### src/hw/rtl/jsu_pkg.sv
`timescale 1ns / 1ps
`default_nettype none

package jsu_pkg;

  localparam int unsigned ByteW   = 8;
  localparam int unsigned StatusW = 3;
  localparam int unsigned MaxRes  = 3;
  localparam int unsigned CountW  = 2;
  localparam int unsigned CpW     = 16;
  localparam int unsigned HexCntW = 2;

  // Result codes carried in the status field.
  typedef enum logic [StatusW-1:0] {
    ST_DATA    = 3'd0,
    ST_CLOSED  = 3'd1,
    ST_BAD_ESC = 3'd2,
    ST_BAD_U   = 3'd3,
    ST_UNTERM  = 3'd4
  } status_e;

  // Decoder phase, one-hot.
  typedef enum logic [3:0] {
    PH_IDLE = 4'b0001,
    PH_BODY = 4'b0010,
    PH_ESC  = 4'b0100,
    PH_HEX  = 4'b1000
  } phase_e;

  // Characters of interest.
  localparam logic [ByteW-1:0] ChQuote = 8'h22;
  localparam logic [ByteW-1:0] ChBslash = 8'h5C;
  localparam logic [ByteW-1:0] ChSlash = 8'h2F;
  localparam logic [ByteW-1:0] ChN = 8'h6E;
  localparam logic [ByteW-1:0] ChT = 8'h74;
  localparam logic [ByteW-1:0] ChR = 8'h72;
  localparam logic [ByteW-1:0] ChB = 8'h62;
  localparam logic [ByteW-1:0] ChF = 8'h66;
  localparam logic [ByteW-1:0] ChU = 8'h75;
  localparam logic [ByteW-1:0] CtlLf = 8'h0A;
  localparam logic [ByteW-1:0] CtlTab = 8'h09;
  localparam logic [ByteW-1:0] CtlCr = 8'h0D;
  localparam logic [ByteW-1:0] CtlBs = 8'h08;
  localparam logic [ByteW-1:0] CtlFf = 8'h0C;

  // UTF-8 lead and continuation markers.
  localparam logic [ByteW-1:0] Utf8Cont = 8'h80;
  localparam logic [ByteW-1:0] Utf8Lead2 = 8'hC0;
  localparam logic [ByteW-1:0] Utf8Lead3 = 8'hE0;

  // Up to three results produced by one input item.
  typedef struct packed {
    logic [CountW-1:0]                count;
    logic [MaxRes-1:0][ByteW-1:0]     bytes;
    logic [MaxRes-1:0][StatusW-1:0]   status;
    logic [MaxRes-1:0]                last;
  } res_t;

  // Returns {valid, value} for an ASCII hex digit of either case.
  function automatic logic [4:0] hex_digit(input logic [ByteW-1:0] b);
    logic [4:0] r;
    r = 5'd0;
    if (b >= 8'h30 && b <= 8'h39) begin
      r = {1'b1, 4'(b - 8'h30)};
    end else if (b >= 8'h61 && b <= 8'h66) begin
      r = {1'b1, 4'(b - 8'h57)};
    end else if (b >= 8'h41 && b <= 8'h46) begin
      r = {1'b1, 4'(b - 8'h37)};
    end
    return r;
  endfunction

endpackage

`default_nettype wire

### src/hw/rtl/jsu_decode.sv
`timescale 1ns / 1ps
`default_nettype none

// Holds the parse state and turns one registered input item into its results.
module jsu_decode (
  input  wire logic                        clk_i,
  input  wire logic                        rst_ni,
  input  wire logic [jsu_pkg::ByteW-1:0]   byte_i,
  input  wire logic                        eot_i,
  input  wire logic                        take_i,
  output jsu_pkg::res_t                    res_o
);

  jsu_pkg::phase_e                    phase_q, phase_d;
  logic [jsu_pkg::HexCntW-1:0]        hex_cnt_q, hex_cnt_d;
  logic [jsu_pkg::CpW-1:0]            cp_q, cp_d;
  logic [4:0]                         hex;
  logic [jsu_pkg::CpW-1:0]            cp_new;
  logic [jsu_pkg::ByteW-1:0]          esc_val;
  logic                               esc_ok;

  function automatic jsu_pkg::res_t single(input logic [jsu_pkg::ByteW-1:0] b,
                                           input jsu_pkg::status_e st);
    jsu_pkg::res_t r;
    r           = '0;
    r.count     = 2'd1;
    r.bytes[0]  = b;
    r.status[0] = st;
    r.last[0]   = 1'b1;
    return r;
  endfunction

  assign hex    = jsu_pkg::hex_digit(byte_i);
  assign cp_new = {cp_q[jsu_pkg::CpW-5:0], hex[3:0]};

  always_comb begin
    esc_ok  = 1'b1;
    esc_val = byte_i;
    case (byte_i)
      jsu_pkg::ChQuote:  esc_val = jsu_pkg::ChQuote;
      jsu_pkg::ChBslash: esc_val = jsu_pkg::ChBslash;
      jsu_pkg::ChSlash:  esc_val = jsu_pkg::ChSlash;
      jsu_pkg::ChN:      esc_val = jsu_pkg::CtlLf;
      jsu_pkg::ChT:      esc_val = jsu_pkg::CtlTab;
      jsu_pkg::ChR:      esc_val = jsu_pkg::CtlCr;
      jsu_pkg::ChB:      esc_val = jsu_pkg::CtlBs;
      jsu_pkg::ChF:      esc_val = jsu_pkg::CtlFf;
      default:           esc_ok  = 1'b0;
    endcase
  end

  always_comb begin
    res_o     = '0;
    phase_d   = phase_q;
    hex_cnt_d = hex_cnt_q;
    cp_d      = cp_q;
    case (phase_q)
      jsu_pkg::PH_BODY: begin
        if (eot_i) begin
          res_o   = single('0, jsu_pkg::ST_UNTERM);
          phase_d = jsu_pkg::PH_IDLE;
        end else if (byte_i == jsu_pkg::ChQuote) begin
          res_o   = single('0, jsu_pkg::ST_CLOSED);
          phase_d = jsu_pkg::PH_IDLE;
        end else if (byte_i == jsu_pkg::ChBslash) begin
          phase_d = jsu_pkg::PH_ESC;
        end else begin
          res_o = single(byte_i, jsu_pkg::ST_DATA);
        end
      end
      jsu_pkg::PH_ESC: begin
        if (eot_i) begin
          res_o   = single('0, jsu_pkg::ST_BAD_ESC);
          phase_d = jsu_pkg::PH_IDLE;
        end else if (byte_i == jsu_pkg::ChU) begin
          phase_d   = jsu_pkg::PH_HEX;
          hex_cnt_d = '0;
          cp_d      = '0;
        end else if (esc_ok) begin
          res_o   = single(esc_val, jsu_pkg::ST_DATA);
          phase_d = jsu_pkg::PH_BODY;
        end else begin
          res_o   = single('0, jsu_pkg::ST_BAD_ESC);
          phase_d = jsu_pkg::PH_IDLE;
        end
      end
      jsu_pkg::PH_HEX: begin
        if (eot_i || !hex[4]) begin
          res_o     = single('0, jsu_pkg::ST_BAD_U);
          phase_d   = jsu_pkg::PH_IDLE;
          hex_cnt_d = '0;
          cp_d      = '0;
        end else if (hex_cnt_q != 2'd3) begin
          cp_d      = cp_new;
          hex_cnt_d = hex_cnt_q + 2'd1;
        end else begin
          // Fourth digit: encode the code point as UTF-8.
          if (cp_new[15:7] == '0) begin
            res_o = single({1'b0, cp_new[6:0]}, jsu_pkg::ST_DATA);
          end else if (cp_new[15:11] == '0) begin
            res_o.count    = 2'd2;
            res_o.bytes[0] = jsu_pkg::Utf8Lead2 | {3'b0, cp_new[10:6]};
            res_o.bytes[1] = jsu_pkg::Utf8Cont | {2'b0, cp_new[5:0]};
            res_o.last[1]  = 1'b1;
          end else begin
            res_o.count    = 2'd3;
            res_o.bytes[0] = jsu_pkg::Utf8Lead3 | {4'b0, cp_new[15:12]};
            res_o.bytes[1] = jsu_pkg::Utf8Cont | {2'b0, cp_new[11:6]};
            res_o.bytes[2] = jsu_pkg::Utf8Cont | {2'b0, cp_new[5:0]};
            res_o.last[2]  = 1'b1;
          end
          phase_d   = jsu_pkg::PH_BODY;
          hex_cnt_d = '0;
          cp_d      = '0;
        end
      end
      default: begin
        // Idle: any byte counts as the opening quote.
        phase_d = eot_i ? jsu_pkg::PH_IDLE : jsu_pkg::PH_BODY;
      end
    endcase
  end

  always_ff @(posedge clk_i or negedge rst_ni) begin
    if (!rst_ni) begin
      phase_q   <= jsu_pkg::PH_IDLE;
      hex_cnt_q <= '0;
      cp_q      <= '0;
    end else if (take_i) begin
      phase_q   <= phase_d;
      hex_cnt_q <= hex_cnt_d;
      cp_q      <= cp_d;
    end
  end

endmodule

`default_nettype wire

### src/hw/rtl/jsu_outbuf.sv
`timescale 1ns / 1ps
`default_nettype none

// Result register, three entries deep, drained one entry per cycle while the receiver is ready.
module jsu_outbuf (
  input  wire logic                          clk_i,
  input  wire logic                          rst_ni,
  input  wire logic                          pend_i,
  input  wire jsu_pkg::res_t                 res_i,
  output logic                               take_o,
  output logic                               valid_o,
  input  wire logic                          ready_i,
  output logic [jsu_pkg::ByteW-1:0]          byte_o,
  output logic [jsu_pkg::StatusW-1:0]        status_o,
  output logic                               last_o
);

  logic [jsu_pkg::CountW-1:0]                       cnt_q, cnt_d;
  logic [jsu_pkg::MaxRes-1:0][jsu_pkg::ByteW-1:0]   byte_q, byte_d;
  logic [jsu_pkg::MaxRes-1:0][jsu_pkg::StatusW-1:0] status_q, status_d;
  logic [jsu_pkg::MaxRes-1:0]                       last_q, last_d;
  logic                                             pop;

  assign valid_o  = (cnt_q != '0);
  assign pop      = valid_o && ready_i;
  // A new item is loaded only when the buffer will be empty after this cycle.
  assign take_o   = pend_i && ((cnt_q == 2'd0) || (cnt_q == 2'd1 && pop));
  assign byte_o   = byte_q[0];
  assign status_o = status_q[0];
  assign last_o   = last_q[0];

  always_comb begin
    cnt_d    = cnt_q;
    byte_d   = byte_q;
    status_d = status_q;
    last_d   = last_q;
    if (take_o) begin
      cnt_d    = res_i.count;
      byte_d   = res_i.bytes;
      status_d = res_i.status;
      last_d   = res_i.last;
    end else if (pop) begin
      cnt_d       = cnt_q - 2'd1;
      byte_d[0]   = byte_q[1];
      byte_d[1]   = byte_q[2];
      status_d[0] = status_q[1];
      status_d[1] = status_q[2];
      last_d[0]   = last_q[1];
      last_d[1]   = last_q[2];
    end
  end

  always_ff @(posedge clk_i or negedge rst_ni) begin
    if (!rst_ni) begin
      cnt_q <= '0;
    end else begin
      cnt_q <= cnt_d;
    end
  end

  always_ff @(posedge clk_i) begin
    byte_q   <= byte_d;
    status_q <= status_d;
    last_q   <= last_d;
  end

endmodule

`default_nettype wire

### src/hw/rtl/json_string_unescaper.sv
`timescale 1ns / 1ps
`default_nettype none

// Unescapes the body of a JSON string, one text byte per input item.
// Input stream: tdata carries the text byte, tuser flags end of text (the
// byte is then ignored). The first byte after reset or after a finished
// string is taken as the opening quote and produces nothing.
// Output stream: tdata carries the decoded byte and a status code (data,
// string closed, bad escape, bad unicode escape, unterminated); tlast marks
// the final result caused by one input item.
// An accepted item waits in the input register and is decoded into the
// result register once the result register can take it; its results are
// offered from there.
// Throughput is one item per cycle while the receiver keeps up. Only the
// fourth hex digit of a \u escape yields two or three UTF-8 bytes; the
// result register then drains one byte per cycle while the receiver is
// ready and holds off the next item until it is nearly empty.
// Reset clears the input and result valid state and returns the parser to
// idle, awaiting an opening quote.
// When the receiver stalls, results wait in the result register and the
// input side keeps accepting until the input register is also full.
module json_string_unescaper (
  input  wire logic        clk_i,
  input  wire logic        rst_ni,
  input  wire logic        s_axis_tvalid_i,
  output logic             s_axis_tready_o,
  input  wire logic [7:0]  s_axis_tdata_i,  // [7:0] data_byte
  input  wire logic [0:0]  s_axis_tuser_i,  // [0] end_of_text
  output logic             m_axis_tvalid_o,
  input  wire logic        m_axis_tready_i,
  output logic [15:0]      m_axis_tdata_o,  // [7:0] out_byte, [10:8] status
  output logic             m_axis_tlast_o
);

  logic                             in_valid_q;
  logic [jsu_pkg::ByteW-1:0]        in_byte_q;
  logic                             in_eot_q;
  logic                             take;
  jsu_pkg::res_t                    res;
  logic [jsu_pkg::ByteW-1:0]        out_byte;
  logic [jsu_pkg::StatusW-1:0]      out_status;

  // The input register frees up in the same cycle its item is consumed.
  assign s_axis_tready_o = !in_valid_q || take;

  always_ff @(posedge clk_i or negedge rst_ni) begin
    if (!rst_ni) begin
      in_valid_q <= 1'b0;
    end else if (s_axis_tready_o) begin
      in_valid_q <= s_axis_tvalid_i;
    end
  end

  always_ff @(posedge clk_i) begin
    if (s_axis_tvalid_i && s_axis_tready_o) begin
      in_byte_q <= s_axis_tdata_i;
      in_eot_q  <= s_axis_tuser_i[0];
    end
  end

  jsu_decode u_decode (
    .clk_i  (clk_i),
    .rst_ni (rst_ni),
    .byte_i (in_byte_q),
    .eot_i  (in_eot_q),
    .take_i (take),
    .res_o  (res)
  );

  jsu_outbuf u_outbuf (
    .clk_i    (clk_i),
    .rst_ni   (rst_ni),
    .pend_i   (in_valid_q),
    .res_i    (res),
    .take_o   (take),
    .valid_o  (m_axis_tvalid_o),
    .ready_i  (m_axis_tready_i),
    .byte_o   (out_byte),
    .status_o (out_status),
    .last_o   (m_axis_tlast_o)
  );

  assign m_axis_tdata_o = {5'b0, out_status, out_byte};

endmodule

`default_nettype wire

### config.mk
export PLATFORM = sky130hd
export DESIGN_NAME = json_string_unescaper
export DESIGN_NICKNAME = d
export VERILOG_FILES = /design/src/hw/rtl/jsu_pkg.sv /design/src/hw/rtl/jsu_decode.sv /design/src/hw/rtl/jsu_outbuf.sv /design/src/hw/rtl/json_string_unescaper.sv
export SDC_FILE = /design/constraint.sdc
export NUM_CORES = 1
export LEC_CHECK = 0
export BUFFER_PORTS_ARGS = -buffer_cell sky130_fd_sc_hd__buf_2
export CAP_MARGIN = 30
export CELL_PAD_IN_SITES_DETAIL_PLACEMENT = 1
export CELL_PAD_IN_SITES_GLOBAL_PLACEMENT = 1
export CORE_MARGIN = 2
export CORE_UTILIZATION = 35
export CTS_BUF_LIST = sky130_fd_sc_hd__clkbuf_8
export CTS_CLUSTER_DIAMETER = 120
export DETAILED_ROUTE_END_ITERATION = 10
export PLACE_DENSITY = 0.7
export SLEW_MARGIN = 25
export SYNTH_ARGS = -nofsm -noshare
export SYNTH_HDL_FRONTEND = slang
export SYNTH_SLANG_ARGS = --single-unit
### constraint.sdc
create_clock -name clk_i -period 2.4 [get_ports clk_i]
set_clock_uncertainty 0.15 [all_clocks]
set_input_delay 0.36 -clock clk_i [delete_from_list [all_inputs] [get_ports clk_i]]
set_output_delay 0.36 -clock clk_i [all_outputs]
set_load 0.01 [all_outputs]
After elaboration in Yosys (flattened, before gate mapping)
Index checks and enable logic that the tools add are counted.

storage, ports and cells
  register bits after elaboration = 66
  input bits = 13
  word-level logic and storage cells = 115

operators by class
  $add $sub $neg = 5
  $lt $le $gt $ge = 6
  eq/ne operators = 18
  muxes and demuxes = 50
  reduce and logical (&&, ||, !) cells = 21

operators by type and width
  kind                count
  $mux 38             6
  $pmux 38 s3         1
  $pmux 8 s8          1
  $eq 8x7->1 const B  7
  $mux 12             4
  $mux 37             1
  $mux 16             2
  $mux 4              7
  $mux 26             1
  $pmux 12 s2         1
  $mux 2              11
  $mux 20             1
  $eq 8x6->1 const B  2
  $ge 8x7->1 const B  2
  $le 8x7->1 const B  2
  $mux 5              3
  $mux 14             1
  $mux 6              2
  $pmux 4 s3          1
  $logic_not 9->1     1
  $ge 8x6->1 const B  1
  $le 8x6->1 const B  1
  $mux 8              1
  $reduce_or 8->1     1
  other kinds (22)    39

Logic depth before layout (Yosys ltp)
Gate-level depths: netlist of the first run.

  word-level depth = 11
  mapped depth = 10

Cells and area by module
Synthesis of the first run repeated with hierarchy kept, for this count alone.

second synthesis, totals
  cell total of the unflattened synthesis = 334
  area total of the unflattened synthesis = 3,888.7 µm²

by module, submodules not included
  module                 instances  cells each  area each (µm²)
  jsu_decode             1          225         1,823.0
  jsu_outbuf             1          90          1,700.4
  json_string_unescaper  1          19          365.4

Worst setup path after synthesis of the first run
No wires, ideal clock.

  kind = reg2reg
  start = reg in_byte_q[0] (netlist bit)
  end = reg u_decode.phase_q[3]
  arrival = 2.329 ns
  setup slack = -0.207 ns
  stages on the path, launching flop included = 8
  buffers on the path = 0
  period minus slack after synthesis = 2.607 ns
  path through = edfxtp_1 -> inv_1 -> ha_1 -> nand3b_1 -> or4b_1 -> nor3b_1 -> or3_1 -> mux2_1

on the way
  cells in the longest elaborated chain, start to end = 9
  elaborated cells on any way between the ends = 26
  those cells by class = order compare (6); eq/ne (5); mux (9); reduce/logical (6)

RTL lines
  element                                                                 RTL line                     text
  start, declared                                                         json_string_unescaper.sv:36  logic [jsu_pkg::ByteW-1:0] in_byte_q;
  start signal, assigned                                                  json_string_unescaper.sv:56  in_byte_q <= s_axis_tdata_i;
  $ge 8x7->1 / $le 8x7->1 (equally long branches)                         jsu_pkg.sv:67                end else if (b >= 8'h41 && b <= 8'h46) begin
  $logic_and 1x1->1                                                       jsu_pkg.sv:67
  $mux 5                                                                  jsu_pkg.sv:67
  $mux 5                                                                  jsu_pkg.sv:65                end else if (b >= 8'h61 && b <= 8'h66) begin
  $mux 5                                                                  jsu_pkg.sv:63                if (b >= 8'h30 && b <= 8'h39) begin
  $logic_not 1->1                                                         jsu_decode.sv:88             if (eot_i || !hex[4]) begin
  $logic_or 1x1->1                                                        jsu_decode.sv:88
  $ne 3x2->1 (no source line) / $mux 4 (equally long branches)            -
  $reduce_and 3->1 (no source line) / $pmux 4 s3 (equally long branches)  -
  end signal, assigned                                                    jsu_decode.sv:126            phase_q <= jsu_pkg::PH_IDLE;
  end signal, assigned                                                    jsu_decode.sv:130            phase_q <= phase_d;
  end, declared                                                           jsu_decode.sv:14             jsu_pkg::phase_e phase_q, phase_d;

Parallel ways exist; a longest one is shown, timed or not.
A chain may end at the register's enable or synchronous reset.

Worst setup path after layout of the first run
  start = reg in_byte_q[1] (netlist bit)
  end = reg u_outbuf.last_q[0] (netlist bit) (data pin)

on the way
  cells in the longest elaborated chain, start to end = 10
  elaborated cells on any way between the ends = 25
  those cells by class = order compare (6); eq/ne (3); mux (11); reduce/logical (5)

RTL lines
  element                                          RTL line          text
  $ge 8x7->1 / $le 8x7->1 (equally long branches)  jsu_pkg.sv:67
  $logic_and 1x1->1                                jsu_pkg.sv:67
  $mux 5                                           jsu_pkg.sv:67
  $mux 5                                           jsu_pkg.sv:65
  $mux 5                                           jsu_pkg.sv:63
  $logic_not 1->1                                  jsu_decode.sv:88
  $logic_or 1x1->1                                 jsu_decode.sv:88
  $mux 38                                          jsu_decode.sv:88
  $pmux 38 s3 *                                    jsu_decode.sv:57  case (phase_q)
  $mux 2 *                                         jsu_outbuf.sv:37  if (take_o) begin
  net u_outbuf.last_d (one bit)                    jsu_outbuf.sv:21  logic [jsu_pkg::MaxRes-1:0] last_q, last_d;
  end signal, assigned                             jsu_outbuf.sv:64  last_q <= last_d;
  end, declared                                    jsu_outbuf.sv:21

Mark *: on every way through the listed nets, which the timed path passes. The rest lies on a longest branch.

==> results of run 1 <==
-- cell usage in the layout (no fill, tap or decap), drive strengths merged, types with 3 or more instances in the layout --
master  instances
nand3           7
o21ai          22
nor2b           6
ha              8
or3             5
buf           110
edfxtp         36
nand2b          4
nand2          32
dfrtp          20
o211ai          3
a22o           13
or4b            5
clkinv          4
a211oi          3
inv            12
a21oi          21
conb            5
and2            6
nor2           19
a41o            3
nor3            6
a22oi           5
clkbuf         10
-- power by group --
part | switching, W | internal (W) | total, W
logic | 0.00121 | 0.000881 | 0.00209
clock network | 0.000441 | 0.000508 | 0.000949
registers | 0.000190 | 0.00149 | 0.00168
-- layout make-up --
cell class,instances,area [um^2],share of cell area
clock buffer,10,138,0.0292
clock inverter,6,67.6,0.0143
multi-input combinational,216,1900,0.404
tap,108,135,0.0287
sequential,57,1610,0.341
timing repair buffer,111,808,0.172
inverter,13,50.0,0.0106
-- repair_timing --
action                     in CTS  in global routing
hold buffers                    1                  0
setup endpoints to repair      34                 46
hold endpoints to repair       20                  0
gates resized for setup        48                 55
buffers inserted               20                 11
pin swaps                      22                 33
-- routing by layer --
metal | vias up | wire, um
met5 | - | 0
met4 | 0 | 550
met3 | 44 | 774
met2 | 171 | 6220
met1 | 1517 | 5080
li1 | 1347 | -
-- sequential cells by signal, summed over array words and instances, names as in the netlist --
signal,cells
in_byte_q,8
in_eot_q,1
in_valid_q,1
u_decode.cp_q,12
u_decode.hex_cnt_q,2
u_decode.phase_q,4
u_outbuf.byte_o,8
u_outbuf.byte_q,14
u_outbuf.cnt_q,2
u_outbuf.last_q,2
u_outbuf.status_o,3
-- per-stage QoR --
step / setup TNS, ns / power, W / setup slack (ns) / hold slack [ns] / cells
3_3_place_gp: -1.72 / 0.00313 / -0.183 / 0.209 / 473
2_1_floorplan: -0.116 / 0.00259 / -0.0549 / -0.0856 / 308
6_report: -4.20 / 0.00472 / -0.290 / 0.0224 / 521
5_1_grt: -6.32 / 0.00493 / -0.340 / 0.0149 / 521
4_1_cts: -2.01 / 0.00434 / -0.151 / 0.0185 / 510
3_5_place_dp: -3.41 / 0.00321 / -0.192 / 0.206 / 473
-- final timing paths --
check / depth (start not counted) / end / slack (ns) / start
worst min register to register: 1 / u_decode.hex_cnt_q[0]$_DFFE_PN0P_ / 0.34 / u_decode.hex_cnt_q[0]$_DFFE_PN0P_
worst max register to register: 9 / u_outbuf.last_q[0]$_DFFE_PP_ / -0.29 / in_byte_q[1]$_DFFE_PP_
worst min-delay path: 1 / in_byte_q[1]$_DFFE_PP_ / 0.02 / s_axis_tdata_i[1]
min in group asynchronous: 2 / u_decode.phase_q[1]$_DFFE_PN0P_ / 0.33 / rst_ni
worst max-delay path: 9 / u_outbuf.last_q[0]$_DFFE_PP_ / -0.29 / in_byte_q[1]$_DFFE_PP_
max in group asynchronous: 2 / u_decode.phase_q[0]$_DFFE_PN1P_ / 1.42 / rst_ni
-- cell families after synthesis --
group / share of synthesized area
adder cells (fa/ha/maj): 0.0312
other: 0.00117
buffers and inverters: 0.0566
flip-flops: 0.501
AND/OR/NAND/NOR: 0.176
multiplexers: 0.00975
AO/OA/AOI/OAI: 0.218
XOR/XNOR: 0.00546
==> metrics.cfg, run 1 <==
[routing]
wl_um=12600
via_count=3079
drcViolationCount=0
drt_pass1_iterations=6
drt-initial-drc-count=231
wire_per_inst_um=24.2
vias_per_cell=5.91
ant_nets=0

[synth]
synth-edff-count=36
yosys_register_bits=57
synth_common_cells=edfxtp_1, nand2_1, a21oi_1
synth_top_area_share=0.337
yosys_warnings=0
ys_seq_area_frac=0.501
synth_flop_cell=edfxtp_1
synth.area.top_cells=edfxtp_1, dfrtp_1, nand2_1
yosys.cell_count.top_type=edfxtp_1
synth_cell_type_count=69
synthCells=304
yosys.area.top_type=edfxtp_1
async_flop_share=0.368
syn_area_per_cell_um2=10.5
netlist_area_mm2=0.00321

[grt]
grtUsageMet2=0.381
grt_overflow_total=0
met1_usage=0.294
grt_antenna_before_repair=0
grt.met3_usage=0.0464
grt.busiest_layer=met2
grt_max_degree=22
grt_pass1_wl_um=17100
grt_util_all_layers=0.232
first_global_vias=3085

[worst_setup_path]
crit_fanout=4
slowest_delay_ns=0.45
worstPathRequired_ns=2.35
cp.arrival_ns=2.64
cp_common_cell=nor2_4
path_cells=inv_2, buf_4, ha_4, nor2_4, a211oi_4, nor2_4, a32o_2, a2111oi_4, a21oi_2
cpLargestDelayFamily=compound AO/OA/AOI/OAI gates
critPathKind=reg2reg
crit_path_end_kind=flip-flop
slowest_stage=edfxtp_1
critPathBufInv=2
critPathLaunchType=flip-flop

[die]
io_pins=32
die-area_mm2=0.00994
die_x_um=99.7
die_y_um=99.7
initial_core_util=0.364
rows=34
coreArea_mm2=0.00881

[clocking]
ctsLongestPathBuffers=2
clk_latency_ns=0.36
cts.sinks=57
root_buffer=clkbuf_8
cts_tree=built
numCtsBuffers=9
htree_num_levels=3
clkTransAtPathRegs_ns=0.08

[timing]
fmax_ghz=0.372
fin_crit_sh=1.12
setup_viol=42
finalHoldViolCount=0
finalMaxSlewViolations=0
worstMarginPinSlew_ns=0.671
grt_setup_unrepaired=true
maxSlewHeadroom=0.552
setup_slack_ns=-0.290
period_needed_ns=2.69

[final_layout]
diodes=0
n_fill_cell=932
fin_util=0.535
layout-drive-gt1-share=0.511
synthToLayoutAreaGrowth_pct=46.9
fin_area_mm2=0.00471
finalNetCount=429

[status]
violations=setup timing
outcome=finished, violations left

[run]
maxCapViolCount=0

[pwr]
p_leak_nw=1.95
powerDensity_mw_per_mm2=1000
vdd_drop_max_mv=0.418

[placed_design]
placed_area_mm2=0.00379
port_buffers=26
place.gp.congestion=0.851
dp_hpwl_um=7260

[worst_hold_path]
min_path_type=in2reg

Note: power is estimated with default switching activity, not from simulation.
==> inputs of run 2 (changes only) <==
CORE_ASPECT_RATIO = 0.8   (was default)
CORE_UTILIZATION = 44   (was 35)
PLACE_DENSITY = 0.84   (was 0.7)
==> run 2 against run 1 <==
Compared with the run above: the run still ends with setup timing left; sequential cell count did not move; combinational power fell by 4%; largest cell class unchanged; clock power barely moved; final area fell by 2.5%; largest power group unchanged; worst setup slack improved by 0.069 ns; count of clock-buffer cells in the layout fell by 1; routed wire length rose by 3.8%; critical path type unchanged.
==> metrics.cfg, run 2 (same netlist as run 1, synthesis figures left out) <==
[status]
outcome=finished, violations left
violations=setup timing

[pwr]
p_sw_w=0.00183
sequentialPowerShare=0.363
power_switching_share=0.394
vdd_drop_max_mv=0.677
powerDensity_mw_per_mm2=1010
p_leak_nw=1.95
p_int_w=0.00280
pwr-share-clk=0.205
pwr-share-comb=0.433

[placed_design]
place.gp.congestion=0.937
dpl_worst_slack_ns=-0.128
dpl.cell_count=458
port_buffers=26
dp_hpwl_um=7730

[clocking]
root_buffer=clkbuf_8
ctsLongestPathBuffers=2
htree_num_levels=3
numCtsBuffers=9
clkTransAtPathRegs_ns=0.07
cts.sinks=57
clk_latency_ns=0.37
cts_tree=built

[routing]
via_count=3246
drt-initial-drc-count=305
drt_pass1_iterations=5
vias_per_cell=6.51
drcViolationCount=0
ant_nets=0
wire_per_inst_um=26.3
wl_um=13100

[run]
maxCapViolCount=0

[final_layout]
synthToLayoutAreaGrowth_pct=43.2
largest-register=u_outbuf.byte_q
n_fill_cell=741
finalNetCount=428
diodes=0
layout-drive-gt1-share=0.505
final_common_cell=buf_4
layout_common_cells=buf_4, edfxtp_1, nand2_1, buf_2, dfrtp_1
fin_cells=499
top_regs=u_outbuf.byte_q (14), u_decode.cp_q (12)
largest_reg_flops=14

[timing]
setup_slack_ns=-0.221
worstMarginPinSlew_ns=0.540
grt_setup_unrepaired=true
fin_crit_sh=1.09
finalHoldViolCount=0
maxSlewHeadroom=0.637
fmax_ghz=0.382
period_needed_ns=2.62
setup_viol=39
finalMaxSlewViolations=0

[worst_setup_path]
worstPathRequired_ns=2.50
reg2reg_to=u_decode.phase_q[3]$_DFFE_PN0P_
crit_fanout=5
critPathKind=reg2reg
r2r.worst_path.cells=7
reg2reg_setup_slack_ns=-0.22
crit_path_end_kind=flip-flop
r2r-start=in_byte_q[0]$_DFFE_PP_
cp.arrival_ns=2.72
critPathLaunchType=flip-flop

[grt]
first_global_vias=3023
grt_pass1_wl_um=17000
grt_util_all_layers=0.287
grt_overflow_total=0
grt_max_degree=22
grt_antenna_before_repair=1

[die]
die-area_mm2=0.00799
coreArea_mm2=0.00696
die_y_um=80.4
io_pins=32
rows=27
die_x_um=99.4
initial_core_util=0.461

[worst_hold_path]
min-delay-start=s_axis_tdata_i[7]
min_path_type=in2reg
min_path_cells=1
min_to=in_byte_q[7]$_DFFE_PP_

==> run 2: cell count changes in the layout (fill, tap and decap cells not counted), moves of 2 or more <==
| cell | change |
|---|---|
| ha_2 | +2 |
| a21oi_1 | +2 |
| nor2b_4 | +3 |
| a21oi_4 | -2 |
| o21ai_0 | +4 |
| ha_4 | -2 |
| nor2b_2 | -2 |
| o21ai_1 | -4 |
| buf_4 | -3 |
| and2_1 | -2 |
| inv_6 | +2 |
==> run 2: power by group through the flow <==
stage / Clock (W) / Sequential [W] / Combinational, W
floorplan: 0 / 0.00163 / 0.000961
global placement: 0 / 0.00164 / 0.00150
detailed placement: 0 / 0.00167 / 0.00156
CTS: 0.000957 / 0.00166 / 0.00166
global route: 0.00100 / 0.00171 / 0.00212
finish: 0.000947 / 0.00168 / 0.00200
==> run 2: layout make-up <==
cell class	count	area, um^2	area share
Clock buffer	9	124	0.0270
Sequential cell	57	1610	0.350
Tap cell	87	109	0.0237
Clock inverter	7	77.6	0.0169
Timing Repair Buffer	110	812	0.177
Multi-Input combinational cell	216	1810	0.394
Inverter	13	50.0	0.0109
==> run 2: metal layers <==
layer | global-route usage | vias to the layer above | wire [um]
met2 | 0.447 | 231 | 6010
met4 | 0.0877 | 2 | 547
li1 | - | 1343 | -
met1 | 0.399 | 1609 | 5250
met5 | 0 | - | 7
met3 | 0.0661 | 61 | 1290
==> run 2: worst max path at each step <==
stage | slack [ns] | startpoint | endpoint | depth (start not counted)
2_1_floorplan | -0.05 | in_byte_q[0]$_DFFE_PP_ | u_decode.phase_q[3]$_DFFE_PN0P_ | 7
3_3_place_gp | -0.09 | in_byte_q[0]$_DFFE_PP_ | u_decode.phase_q[3]$_DFFE_PN0P_ | 7
3_5_place_dp | -0.13 | in_byte_q[1]$_DFFE_PP_ | u_outbuf.byte_o[3]$_DFFE_PP_ | 9
4_1_cts | -0.09 | in_byte_q[0]$_DFFE_PP_ | u_decode.phase_q[3]$_DFFE_PN0P_ | 7
5_1_grt | -0.26 | in_byte_q[1]$_DFFE_PP_ | u_decode.phase_q[3]$_DFFE_PN0P_ | 7
6_report | -0.22 | in_byte_q[0]$_DFFE_PP_ | u_decode.phase_q[3]$_DFFE_PN0P_ | 7
==> run 2: stage by stage <==
stage | hold WS, ns | power (W) | TNS, ns | area [um^2] | util
after global routing | 0.0195 | 0.00483 | -6.31 | 4590 | 0.660
final | 0.0218 | 0.00463 | -4.04 | 4590 | 0.660
after CTS | 0.0138 | 0.00428 | -1.15 | 4170 | 0.600
after floorplan | -0.0856 | 0.00259 | -0.116 | 3260 | -
after detailed placement | 0.205 | 0.00324 | -1.09 | 3810 | 0.547
after global placement | 0.194 | 0.00314 | -0.266 | 3810 | 0.547
==> run 2: worst max-delay path, stage by stage, from the launching register on <==
cell and delay [ns]:
edfxtp_1 0.44, inv_2 0.13, ha_4 0.16, nand3b_1 0.15, or4b_4 0.57, nor3b_4 0.21, or3_4 0.38, mux2_4 0.31
==> run 2: what timing repair did <==
action,CTS,global route
gates resized for setup,21,72
pin swaps,6,36
setup buffers,9,17
endpoints found under the setup margin,33,44
hold endpoints to repair,20,0
hold buffers,1,0
